<file path="config.mk">
export PLATFORM = sky130hd
export DESIGN_NAME = gyro_heading_proportional_turn
export DESIGN_NICKNAME = d
export VERILOG_FILES = /design/src/hw/rtl/ghpt_pkg.sv /design/src/hw/rtl/ghpt_div.sv /design/src/hw/rtl/ghpt_dp.sv /design/src/hw/rtl/ghpt_ctrl.sv /design/src/hw/rtl/gyro_heading_proportional_turn.sv
export VERILOG_INCLUDE_DIRS = /design/src /design/src/hw/rtl
export SDC_FILE = /design/constraint.sdc
export NUM_CORES = 2
export LEC_CHECK = 0
export BUFFER_PORTS_ARGS = -buffer_cell sky130_fd_sc_hd__buf_2
export CAP_MARGIN = 20
export CELL_PAD_IN_SITES_DETAIL_PLACEMENT = 1
export CELL_PAD_IN_SITES_GLOBAL_PLACEMENT = 2
export CORE_ASPECT_RATIO = 1.1
export CORE_UTILIZATION = 40
export CTS_CLUSTER_SIZE = 16
export DETAILED_ROUTE_END_ITERATION = 7
export GPL_TIMING_DRIVEN = 1
export MAX_ROUTING_LAYER = met4
export PLACE_DENSITY_LB_ADDON = 0.08
export SLEW_MARGIN = 20
export SYNTH_ARGS = -nofsm -noshare
export SYNTH_HDL_FRONTEND = slang
export SYNTH_SLANG_ARGS = --single-unit
</file>
<file path="constraint.sdc">
create_clock -name clk -period 9.5 [get_ports clk]
set_input_delay 0.95 -clock clk [delete_from_list [all_inputs] [get_ports clk]]
set_output_delay 0.95 -clock clk [all_outputs]
set_load 0.05 [all_outputs]
</file>
<file path="src/hw/rtl/gyro_heading_proportional_turn_assert.svh">
// assertion macros shared by the gyro heading turn block
`ifndef GYRO_HEADING_PROPORTIONAL_TURN_ASSERT_SVH
`define GYRO_HEADING_PROPORTIONAL_TURN_ASSERT_SVH

`ifndef NO_ASSERTIONS

`define GHPT_ASSERT_IMP(lbl, ante, cons) \
  lbl: assert property (@(posedge clk) disable iff (rst) (ante) |-> (cons)) \
    else $error("ghpt assertion failed");

`define GHPT_ASSERT_NXT(lbl, ante, cons) \
  lbl: assert property (@(posedge clk) disable iff (rst) (ante) |=> (cons)) \
    else $error("ghpt assertion failed");

`else

`define GHPT_ASSERT_IMP(lbl, ante, cons)

`define GHPT_ASSERT_NXT(lbl, ante, cons)

`endif

`endif

</file>
<file path="src/hw/rtl/ghpt_pkg.sv">
`default_nettype none
package ghpt_pkg;

  localparam int MIN_INTERVAL_MS_DEF = 5;
  localparam int COUNT_BITS_DEF      = 12;

  // action codes
  localparam logic [1:0] ACT_CONTROL = 2'd0;
  localparam logic [1:0] ACT_CALIB   = 2'd1;
  localparam logic [1:0] ACT_FINISH  = 2'd2;
  localparam logic [1:0] ACT_NONE    = 2'd3;

  // configuration register indexes
  localparam logic [1:0] REG_GOAL = 2'd0;
  localparam logic [1:0] REG_SPAN = 2'd1;
  localparam logic [1:0] REG_MAXP = 2'd2;
  localparam logic [1:0] REG_MINP = 2'd3;

  localparam int ACT_W  = 2;
  localparam int IDX_W  = 2;
  localparam int CFG_W  = 10;
  localparam int GOAL_W = 10;
  localparam int PWRC_W = 7;
  localparam int RATE_W = 16;
  localparam int MS_W   = 10;
  localparam int PWR_W  = 8;
  localparam int HEAD_W = 26;

  localparam int UNITS_PER_DEG  = 64 * 1000;
  localparam int FULL_TURN      = 360 * UNITS_PER_DEG;
  localparam int POWER_LIMIT    = 100;
  localparam int DEADBAND_DEG   = 1;
  localparam int ERR_OFFSET_DEG = 10;

  localparam int GOAL_RST = 90;
  localparam int SPAN_RST = 90;
  localparam int MAXP_RST = 95;
  localparam int MINP_RST = 15;

  // shared divider: dividend, divisor and quotient widths
  localparam int DIVD_W   = 36;
  localparam int DIVS_W   = 25;
  localparam int QW       = 18;
  localparam int DRIFT_QW = 16;

  typedef struct packed {
    logic load;
    logic calib;
    logic fin_start;
    logic fin_end;
    logic mul;
    logic sum;
    logic head;
    logic err;
    logic num;
    logic div_start;
    logic out_load;
    logic out_zero;
  } cmd_t;

  typedef struct packed {
    logic div_busy;
    logic out_room;
  } status_t;

endpackage
`default_nettype wire

</file>
<file path="src/hw/rtl/ghpt_div.sv">
`default_nettype none
module ghpt_div (
  input  wire logic                        clk,
  input  wire logic                        rst,
  input  wire logic                        start,
  input  wire logic                        short_q,
  input  wire logic [ghpt_pkg::DIVD_W-1:0] dividend,
  input  wire logic [ghpt_pkg::DIVS_W-1:0] divisor,
  output logic                             busy,
  output logic [ghpt_pkg::QW-1:0]          quot
);
  import ghpt_pkg::*;

  localparam int DSH_W = DIVS_W + QW - 1;
  localparam int CNT_W = $clog2(QW);

  logic [DIVD_W-1:0] rem;
  logic [DSH_W-1:0]  dsh;
  logic [CNT_W-1:0]  cnt;
  logic              fits;

  assign fits = DSH_W'(rem) >= dsh;

  always_ff @(posedge clk) begin
    if (rst) begin
      busy <= 1'b0;
    end else if (start) begin
      busy <= 1'b1;
    end else if (busy && cnt == '0) begin
      busy <= 1'b0;
    end
  end

  // restoring division, one quotient bit per cycle
  always_ff @(posedge clk) begin
    if (start) begin
      rem  <= dividend;
      quot <= '0;
      if (short_q) begin
        dsh <= DSH_W'(divisor) << (DRIFT_QW - 1);
        cnt <= CNT_W'(DRIFT_QW - 1);
      end else begin
        dsh <= DSH_W'(divisor) << (QW - 1);
        cnt <= CNT_W'(QW - 1);
      end
    end else if (busy) begin
      if (fits) begin
        rem  <= rem - dsh[DIVD_W-1:0];
        quot <= {quot[QW-2:0], 1'b1};
      end else begin
        quot <= {quot[QW-2:0], 1'b0};
      end
      dsh <= dsh >> 1;
      cnt <= cnt - 1'b1;
    end
  end

endmodule
`default_nettype wire

</file>
<file path="src/hw/rtl/ghpt_dp.sv">
`default_nettype none
module ghpt_dp #(
  parameter int MIN_INTERVAL_MS = ghpt_pkg::MIN_INTERVAL_MS_DEF,
  parameter int COUNT_BITS      = ghpt_pkg::COUNT_BITS_DEF
) (
  input  wire logic                               clk,
  input  wire logic                               rst,
  input  wire ghpt_pkg::cmd_t                     cmd,
  output ghpt_pkg::status_t                       status,
  input  wire logic signed [ghpt_pkg::RATE_W-1:0] rate_sample,
  input  wire logic [ghpt_pkg::MS_W-1:0]          elapsed_ms,
  input  wire logic                               cfg_valid,
  input  wire logic [ghpt_pkg::IDX_W-1:0]         cfg_index,
  input  wire logic [ghpt_pkg::CFG_W-1:0]         cfg_data,
  output logic                                    out_valid,
  input  wire logic                               out_stall,
  output logic signed [ghpt_pkg::PWR_W-1:0]       left_power,
  output logic signed [ghpt_pkg::PWR_W-1:0]       right_power,
  output logic                                    turn_done,
  output logic signed [ghpt_pkg::HEAD_W-1:0]      heading_now
);
  import ghpt_pkg::*;

  localparam int PEND_W  = $clog2(MIN_INTERVAL_MS + 2 ** MS_W - 1);
  localparam int SUM_W   = RATE_W + COUNT_BITS;
  localparam int DELTA_W = RATE_W + 1;
  localparam int PROD_W  = DELTA_W + PEND_W + 1;
  localparam int HS_W    = PROD_W + 1;
  localparam int GU_W    = 28;

  localparam logic [PEND_W-1:0]      MIN_P   = PEND_W'(MIN_INTERVAL_MS);
  localparam logic signed [HS_W-1:0] FULL_H  = HS_W'(FULL_TURN);
  localparam logic signed [HS_W-1:0] NFULL_H = -FULL_H;
  localparam logic signed [GU_W-1:0] UNIT_G  = GU_W'(DEADBAND_DEG * UNITS_PER_DEG);
  localparam logic signed [GU_W-1:0] OFFS_G  = GU_W'(ERR_OFFSET_DEG * UNITS_PER_DEG);
  localparam logic signed [GU_W-1:0] UPD_G   = GU_W'(UNITS_PER_DEG);

  // configuration
  logic signed [GOAL_W-1:0] goal;
  logic signed [GOAL_W-1:0] span;
  logic [PWRC_W-1:0]        maxp;
  logic [PWRC_W-1:0]        minp;

  // block state
  logic signed [HEAD_W-1:0] heading;
  logic [PEND_W-1:0]        pending;
  logic signed [RATE_W-1:0] drift;
  logic signed [SUM_W-1:0]  csum;
  logic [COUNT_BITS-1:0]    ccount;

  // per item working registers
  logic signed [RATE_W-1:0] rate_r;
  logic [MS_W-1:0]          ms_r;
  logic signed [PROD_W-1:0] prod;
  logic                     upd;
  logic signed [HS_W-1:0]   hsum;
  logic [DIVS_W-1:0]        den;
  logic signed [GU_W-1:0]   gunits;
  logic signed [GU_W-1:0]   errm;
  logic [DIVD_W-1:0]        mind;
  logic signed [DIVD_W-1:0] num;
  logic                     below;
  logic                     above;
  logic                     qneg;

  logic signed [DELTA_W-1:0] delta;
  logic [PEND_W-1:0]         pend_sum;
  logic                      pend_due;
  logic signed [HS_W-1:0]    hwrap;
  logic signed [HS_W-1:0]    hsat;
  logic [GOAL_W:0]           span_mag;
  logic signed [GU_W-1:0]    hdiff;
  logic signed [DIVD_W-1:0]  pp;
  logic [DIVD_W-1:0]         num_mag;
  logic [SUM_W-1:0]          csum_mag;
  logic                      div_busy;
  logic [QW-1:0]             quot;
  logic [DIVD_W-1:0]         div_dividend;
  logic [DIVS_W-1:0]         div_divisor;
  logic [PWRC_W-1:0]         qsat;
  logic signed [PWR_W-1:0]   pwr;
  logic [DRIFT_QW-1:0]       dq;

  assign delta    = DELTA_W'(rate_r) - DELTA_W'(drift);
  assign pend_sum = pending + PEND_W'(ms_r);
  assign pend_due = pend_sum >= MIN_P;

  always_comb begin
    hwrap = hsum;
    if (hsum > FULL_H) begin
      hwrap = hsum - FULL_H;
    end else if (hsum < NFULL_H) begin
      hwrap = hsum + FULL_H;
    end
    hsat = hwrap;
    if (hwrap > FULL_H) begin
      hsat = FULL_H;
    end else if (hwrap < NFULL_H) begin
      hsat = NFULL_H;
    end
  end

  // zero span counts as one degree
  always_comb begin
    span_mag = span[GOAL_W-1] ? (GOAL_W + 1)'(-span) : (GOAL_W + 1)'(span);
    if (span == '0) begin
      span_mag = (GOAL_W + 1)'(1);
    end
  end

  assign hdiff    = GU_W'(heading) - gunits;
  assign pp       = DIVD_W'(errm) * $signed(DIVD_W'({1'b0, maxp}));
  assign num_mag  = num[DIVD_W-1] ? DIVD_W'(-num) : DIVD_W'(num);
  assign csum_mag = csum[SUM_W-1] ? SUM_W'(-csum) : SUM_W'(csum);

  assign div_dividend = cmd.fin_start ? DIVD_W'(csum_mag) : num_mag;
  assign div_divisor  = cmd.fin_start ? DIVS_W'(ccount) : den;

  ghpt_div u_div (
    .clk      (clk),
    .rst      (rst),
    .start    (cmd.fin_start | cmd.div_start),
    .short_q  (cmd.fin_start),
    .dividend (div_dividend),
    .divisor  (div_divisor),
    .busy     (div_busy),
    .quot     (quot)
  );

  assign qsat = (quot > QW'(POWER_LIMIT)) ? PWRC_W'(POWER_LIMIT) : quot[PWRC_W-1:0];
  assign pwr  = qneg ? -$signed({1'b0, qsat}) : $signed({1'b0, qsat});
  assign dq   = quot[DRIFT_QW-1:0];

  assign status.div_busy = div_busy;
  assign status.out_room = !out_valid || !out_stall;

  always_ff @(posedge clk) begin
    if (rst) begin
      goal      <= GOAL_W'(GOAL_RST);
      span      <= GOAL_W'(SPAN_RST);
      maxp      <= PWRC_W'(MAXP_RST);
      minp      <= PWRC_W'(MINP_RST);
      heading   <= '0;
      pending   <= '0;
      drift     <= '0;
      csum      <= '0;
      ccount    <= '0;
      out_valid <= 1'b0;
    end else begin
      if (cfg_valid) begin
        unique case (cfg_index)
          REG_GOAL: goal <= $signed(cfg_data[GOAL_W-1:0]);
          REG_SPAN: span <= $signed(cfg_data[GOAL_W-1:0]);
          REG_MAXP: maxp <= cfg_data[PWRC_W-1:0];
          REG_MINP: minp <= cfg_data[PWRC_W-1:0];
        endcase
      end
      // a full count ignores further samples
      if (cmd.calib && ccount != '1) begin
        csum   <= csum + SUM_W'(rate_r);
        ccount <= ccount + 1'b1;
      end
      if (cmd.fin_end) begin
        if (ccount == '0) begin
          drift <= '0;
        end else begin
          drift <= qneg ? $signed(RATE_W'(-dq)) : $signed(RATE_W'(dq));
        end
        csum    <= '0;
        ccount  <= '0;
        heading <= '0;
        pending <= '0;
      end
      if (cmd.mul) begin
        pending <= pend_due ? '0 : pend_sum;
      end
      if (cmd.head && upd) begin
        heading <= HEAD_W'(hsat);
      end
      if (cmd.out_load || cmd.out_zero) begin
        out_valid <= 1'b1;
      end else if (!out_stall) begin
        out_valid <= 1'b0;
      end
    end
  end

  always_ff @(posedge clk) begin
    if (cmd.load) begin
      rate_r <= rate_sample;
      ms_r   <= elapsed_ms;
    end
    if (cmd.mul) begin
      prod <= delta * $signed({1'b0, pend_sum});
      upd  <= pend_due;
    end
    if (cmd.sum) begin
      hsum   <= HS_W'(heading) + HS_W'(prod);
      den    <= DIVS_W'(span_mag) * DIVS_W'(UNITS_PER_DEG);
      gunits <= GU_W'(goal) * UPD_G;
    end
    if (cmd.head) begin
      mind <= DIVD_W'(minp) * DIVD_W'(den);
    end
    if (cmd.err) begin
      errm  <= (hdiff < 0 ? -hdiff : hdiff) - OFFS_G;
      below <= (gunits - UNIT_G) > GU_W'(heading);
      above <= (gunits + UNIT_G) < GU_W'(heading);
    end
    if (cmd.num) begin
      num <= pp + $signed(mind);
    end
    if (cmd.fin_start) begin
      qneg <= csum[SUM_W-1];
    end else if (cmd.div_start) begin
      qneg <= num[DIVD_W-1];
    end
    if (cmd.out_zero) begin
      left_power  <= '0;
      right_power <= '0;
      turn_done   <= 1'b0;
      heading_now <= heading;
    end else if (cmd.out_load) begin
      heading_now <= heading;
      if (below) begin
        left_power  <= -pwr;
        right_power <= pwr;
        turn_done   <= 1'b0;
      end else if (above) begin
        left_power  <= pwr;
        right_power <= -pwr;
        turn_done   <= 1'b0;
      end else begin
        left_power  <= '0;
        right_power <= '0;
        turn_done   <= 1'b1;
      end
    end
  end

`include "gyro_heading_proportional_turn_assert.svh"

  `GHPT_ASSERT_IMP(a_heading_range, 1'b1, heading <= HEAD_W'(FULL_TURN) && heading >= -HEAD_W'(FULL_TURN))
  `GHPT_ASSERT_IMP(a_pending_below_min, 1'b1, pending < MIN_P)
  `GHPT_ASSERT_NXT(a_result_held, out_valid && out_stall, out_valid && $stable(heading_now))

endmodule
`default_nettype wire

</file>
<file path="src/hw/rtl/ghpt_ctrl.sv">
`default_nettype none
module ghpt_ctrl (
  input  wire logic                            clk,
  input  wire logic                            rst,
  input  wire logic                            in_valid,
  output logic                                 in_stall,
  input  wire logic [ghpt_pkg::ACT_W-1:0]      action,
  input  wire ghpt_pkg::status_t               status,
  output ghpt_pkg::cmd_t                       cmd
);
  import ghpt_pkg::*;

  localparam logic [3:0] ST_IDLE  = 4'd0;
  localparam logic [3:0] ST_CAL   = 4'd1;
  localparam logic [3:0] ST_FST   = 4'd2;
  localparam logic [3:0] ST_FWAIT = 4'd3;
  localparam logic [3:0] ST_FEND  = 4'd4;
  localparam logic [3:0] ST_ZOUT  = 4'd5;
  localparam logic [3:0] ST_MUL   = 4'd6;
  localparam logic [3:0] ST_SUM   = 4'd7;
  localparam logic [3:0] ST_HEAD  = 4'd8;
  localparam logic [3:0] ST_ERR   = 4'd9;
  localparam logic [3:0] ST_NUM   = 4'd10;
  localparam logic [3:0] ST_DST   = 4'd11;
  localparam logic [3:0] ST_DWAIT = 4'd12;
  localparam logic [3:0] ST_POUT  = 4'd13;

  logic [3:0] state;
  logic [3:0] state_next;

  assign in_stall = state != ST_IDLE;

  always_comb begin
    cmd        = '0;
    state_next = state;
    unique case (state)
      ST_IDLE: begin
        if (in_valid) begin
          cmd.load = 1'b1;
          unique case (action)
            ACT_CONTROL: state_next = ST_MUL;
            ACT_CALIB:   state_next = ST_CAL;
            ACT_FINISH:  state_next = ST_FST;
            ACT_NONE:    state_next = ST_ZOUT;
          endcase
        end
      end
      ST_CAL: begin
        cmd.calib  = 1'b1;
        state_next = ST_ZOUT;
      end
      ST_FST: begin
        cmd.fin_start = 1'b1;
        state_next    = ST_FWAIT;
      end
      ST_FWAIT: begin
        if (!status.div_busy) begin
          state_next = ST_FEND;
        end
      end
      ST_FEND: begin
        cmd.fin_end = 1'b1;
        state_next  = ST_ZOUT;
      end
      ST_ZOUT: begin
        if (status.out_room) begin
          cmd.out_zero = 1'b1;
          state_next   = ST_IDLE;
        end
      end
      ST_MUL: begin
        cmd.mul    = 1'b1;
        state_next = ST_SUM;
      end
      ST_SUM: begin
        cmd.sum    = 1'b1;
        state_next = ST_HEAD;
      end
      ST_HEAD: begin
        cmd.head   = 1'b1;
        state_next = ST_ERR;
      end
      ST_ERR: begin
        cmd.err    = 1'b1;
        state_next = ST_NUM;
      end
      ST_NUM: begin
        cmd.num    = 1'b1;
        state_next = ST_DST;
      end
      ST_DST: begin
        cmd.div_start = 1'b1;
        state_next    = ST_DWAIT;
      end
      ST_DWAIT: begin
        if (!status.div_busy) begin
          state_next = ST_POUT;
        end
      end
      ST_POUT: begin
        if (status.out_room) begin
          cmd.out_load = 1'b1;
          state_next   = ST_IDLE;
        end
      end
      default: begin
        state_next = ST_IDLE;
      end
    endcase
  end

  always_ff @(posedge clk) begin
    if (rst) begin
      state <= ST_IDLE;
    end else begin
      state <= state_next;
    end
  end

`include "gyro_heading_proportional_turn_assert.svh"

  `GHPT_ASSERT_NXT(a_control_starts, in_valid && !in_stall && action == ACT_CONTROL, state == ST_MUL)
  `GHPT_ASSERT_IMP(a_div_idle, state == ST_IDLE, !status.div_busy)
  `GHPT_ASSERT_NXT(a_result_done, state == ST_POUT && status.out_room, state == ST_IDLE)

endmodule
`default_nettype wire

</file>
<file path="src/hw/rtl/gyro_heading_proportional_turn.sv">
// control item: multiply, sum, heading, error, numerator, divider start and wait, output
// states, the shared divider forming the motor power; calibration sample: calib, then zero
// output; finish: start, wait (16-step drift divide), end, zero output; unused code: zero
// output only; one request in flight: next taken in the cycle after the result loads,
// later under out_stall; rst (synchronous, active high) clears heading, drift, calibration
// sums and loads the register defaults: goal 90, span 90, max power 95, min power 15
`default_nettype none
module gyro_heading_proportional_turn #(
  parameter int MIN_INTERVAL_MS = ghpt_pkg::MIN_INTERVAL_MS_DEF,
  parameter int COUNT_BITS      = ghpt_pkg::COUNT_BITS_DEF
) (
  input  wire logic                               clk,
  input  wire logic                               rst,
  input  wire logic                               in_valid,
  output logic                                    in_stall,
  input  wire logic [ghpt_pkg::ACT_W-1:0]         action,
  input  wire logic signed [ghpt_pkg::RATE_W-1:0] rate_sample,
  input  wire logic [ghpt_pkg::MS_W-1:0]          elapsed_ms,
  output logic                                    out_valid,
  input  wire logic                               out_stall,
  output logic signed [ghpt_pkg::PWR_W-1:0]       left_power,
  output logic signed [ghpt_pkg::PWR_W-1:0]       right_power,
  output logic                                    turn_done,
  output logic signed [ghpt_pkg::HEAD_W-1:0]      heading_now,
  input  wire logic                               cfg_valid,
  output logic                                    cfg_ready,
  input  wire logic [ghpt_pkg::IDX_W-1:0]         cfg_index,
  input  wire logic [ghpt_pkg::CFG_W-1:0]         cfg_data
);
  import ghpt_pkg::*;

  cmd_t    cmd;
  status_t status;

  assign cfg_ready = 1'b1;

  ghpt_ctrl u_ctrl (
    .clk      (clk),
    .rst      (rst),
    .in_valid (in_valid),
    .in_stall (in_stall),
    .action   (action),
    .status   (status),
    .cmd      (cmd)
  );

  ghpt_dp #(
    .MIN_INTERVAL_MS (MIN_INTERVAL_MS),
    .COUNT_BITS      (COUNT_BITS)
  ) u_dp (
    .clk         (clk),
    .rst         (rst),
    .cmd         (cmd),
    .status      (status),
    .rate_sample (rate_sample),
    .elapsed_ms  (elapsed_ms),
    .cfg_valid   (cfg_valid),
    .cfg_index   (cfg_index),
    .cfg_data    (cfg_data),
    .out_valid   (out_valid),
    .out_stall   (out_stall),
    .left_power  (left_power),
    .right_power (right_power),
    .turn_done   (turn_done),
    .heading_now (heading_now)
  );

endmodule
`default_nettype wire

</file>
==> results.ini <==
[synth]
syn_area_per_cell_um2 = 9.27
netlist_instances = 5410
synth_edf_count = 319
synthMuxAreaShare_pct = 0.723
synth_area_um2 = 50200
yosys.area.top_type_share_pct = 19.4
yosys_most_used_dff = edfxtp_1
synthDistinctLibCells = 98
synth_simple_gate_area_share_pct = 16.3
synth-adder-area-share_pct = 30.7
synth_top_family_by_area = adder cells
seq_area_frac_synth_pct = 25.8
yosysWarnings = 0
async_flop_share_pct = 0
synth-xor-area-share_pct = 6.72
synth_seq_cells = 486
synth_largest_area_cell = fa_1
synth-compound-area-share_pct = 12.7
synth_area_leaders = fa_1 19%, edfxtp_1 19%, ha_1 11%, dfxtp_1 6.7%, inv_1 5.7%

[grt]
grt_pass1_wl_um = 235000
grtUsageTotal_pct = 24.0
antenna_found_initial = 0
grt_start_max_net_pins = 65
grt_pass1_vias = 40900
grt-ovfl-total = 0

[layout]
design_area_um2 = 54700
area.sequential_um2 = 12900
drive_gt1_share_pct = 5.91
final.fill_count = 14100
num-nets-final = 6431
multi_input_area_um2 = 33800
areaGrowthSynthToFinish_pct = 9.04
layout_common_cells = 757 x inv_1, 580 x nand2_1, 485 x fa_1, 456 x ha_1, 319 x edfxtp_1
layout_commonest_cell = inv_1

[route]
wl_met3_um = 3200
routed-wl-met2_um = 69000
vias = 38100
drt_pass1_iterations = 5
wl_um = 145000
postRouteAntennaNets = 0
drc = 0
highest_layer = met4
drt_iter0_drc = 1605
viasPerCell = 5.33
wire_per_inst_um = 20.3
met1_length_um = 70800

[clock_tree]
htree_levels = 2
cts_resized = 0
post_cts_buffers = 0
cts_hold_buf = 0
clk_latency_ns = 0.72
clock_path_buffers = 3
cts_buffers = 61
path_clk_slew_ns = 0.06
cts_tree = done
cts_sinks = 486
root_buffer = clkbuf_16

[sta]
worst_hold_slack_ns = 0.413
skew_ns = 0.0790
min_period_ns = 8.87
setup-tns-final_ns = 0
final.period_utilization_pct = 93.4
rsz0062_at_grt = no
final-setup-viol-count = 0
final-hold-violation-count = 0
postLayoutSetupSlackWorst_ns = 0.628
final_max_slew_viol_count = 0
tightest_slew_ns = 1.09
slew_headroom_pct = 27.2
max_freq_mhz = 113

[floorplan]
num_io_pins = 91
rows = 135
die_height_um = 373
start_util_pct = 40.5
fp.dieArea_um2 = 127000
core_area_um2 = 124000
fp.dieW_um = 340

[setup_path]
r2r-end = u_dp.prod[26]$_DFFE_PP_
regToRegSetupSlack_ns = 0.63
crit_type = register to register
cp_max_fo = 6
arrival_ns = 9.32
crit_slowest_cell = a31oi_1
rr_startpoint = u_dp.rate_r[0]$_DFFE_PP_
ff2ff_path_depth = 31
required_ns = 9.95
start_kind = register
critPathMaxStageDelay_ns = 0.76
cpMostUsedCell = fa_1
cp-end-kind = register

[placement]
routabilityCongestion = 0.844
port_buffers = 89
place_worst_setup_slack_ns = 0.698
placed_area_um2 = 52500
place_hpwl_um = 115000

[worst_hold_path]
holdPathEnd = u_dp.rate_r[7]$_DFFE_PP_
hold_class = input port to register
min_from = rate_sample[7]
whs_path_depth = 1

[run_status]
status = finished clean

[flow_run]
max_cap_violations = 0

==> worst max path at each step <==
stage,endpoint,slack [ns],from,cells past startpoint
after global routing,u_dp.prod[26]$_DFFE_PP_,0.03,u_dp.rate_r[0]$_DFFE_PP_,31
after floorplan,u_dp.prod[25]$_DFFE_PP_,1.78,u_dp.ms_r[0]$_DFFE_PP_,33
after detailed placement,u_dp.prod[26]$_DFFE_PP_,0.70,u_dp.rate_r[0]$_DFFE_PP_,31
after CTS,u_dp.prod[26]$_DFFE_PP_,0.68,u_dp.rate_r[0]$_DFFE_PP_,31
final,u_dp.prod[26]$_DFFE_PP_,0.63,u_dp.rate_r[0]$_DFFE_PP_,31
after global placement,u_dp.prod[26]$_DFFE_PP_,0.83,u_dp.rate_r[0]$_DFFE_PP_,31
==> cell families after synthesis <==
family,Yosys count
AOI/OAI and AO/OA,974
xor gates and xnor gates,385
adders and majority gates,941
buffers and inverters,931
DFF,486
muxes,36
other,2
and+or+nand+nor,1655
==> per-stage QoR <==
| stage | std cells | util (%) |
|---|---|---|
| final | 7143 | 44.2 |
| after CTS | 7142 | 44.2 |
| after global routing | 7142 | 44.2 |
| after detailed placement | 7026 | 42.4 |
| after global placement | 7026 | 42.4 |
| after floorplan | 5414 | - |
==> worst max-delay path: cells and delay by family, from the launching register on <==
kind / cells / cell delay [ns]
AOI/OAI and AO/OA: 14 / 3.68
xor gates and xnor gates: 1 / 0.08
adders and majority gates: 8 / 3.55
buffers and inverters: 4 / 0.20
DFF: 1 / 0.36
and+or+nand+nor: 4 / 0.73
==> sequential cells by signal, summed over array words and instances (netlist names), 16 cells and up <==
register and cells:
u_dp.heading_now 26, u_dp.num 36, u_dp.csum 28, u_dp.gunits 18, u_dp.u_div.rem 36, u_dp.den 16, u_dp.mind 23, u_dp.u_div.dsh 42
u_dp.u_div.quot 18, u_dp.rate_r 16, u_dp.errm 28, u_dp.hsum 30, u_dp.heading 26, u_dp.drift 16, u_dp.prod 29
==> layout make-up <==
type / instances / share of cell area [%]
clock buffers: 73 / 3.06
repair buffers: 141 / 1.53
well taps: 1644 / 3.76
inverters: 758 / 5.20
clock inverters: 43 / 0.956
multi-input cells: 3997 / 61.9
diodes: 1 / 0.00457
flip-flops and latches: 486 / 23.6
==> synthesized netlist by cell type (all sizes together), types with 17 or more instances <==
master  number
and3        39
clkbuf     150
and2       234
a22oi       22
nor4        32
nor2b       50
dfxtp      167
o31ai       41
a31oi       35
a211oi      43
nand2b      64
nand3b      32
nor2       296
xnor2      244
edfxtp     319
a22o        20
ha         456
o21ai      187
o41ai       17
o21bai      19
nor3        93
mux2i       34
nand3       79
a21oi      276
nand2      580
o21a        37
o22ai       32
or3         39
inv        758
nand4       39
xor2       141
or2         22
buf         23
a21o       102
fa         485
==> per-layer routing <==
metal  up-vias  GRT usage, %
li1      18300             -
met1     19300          32.9
met2       360          39.1
met3       130          2.04
met4         0          3.65
met5         -             -
Power is not shown: default switching activity piles up to over one toggle a cycle in this logic, so the estimate is an artifact.
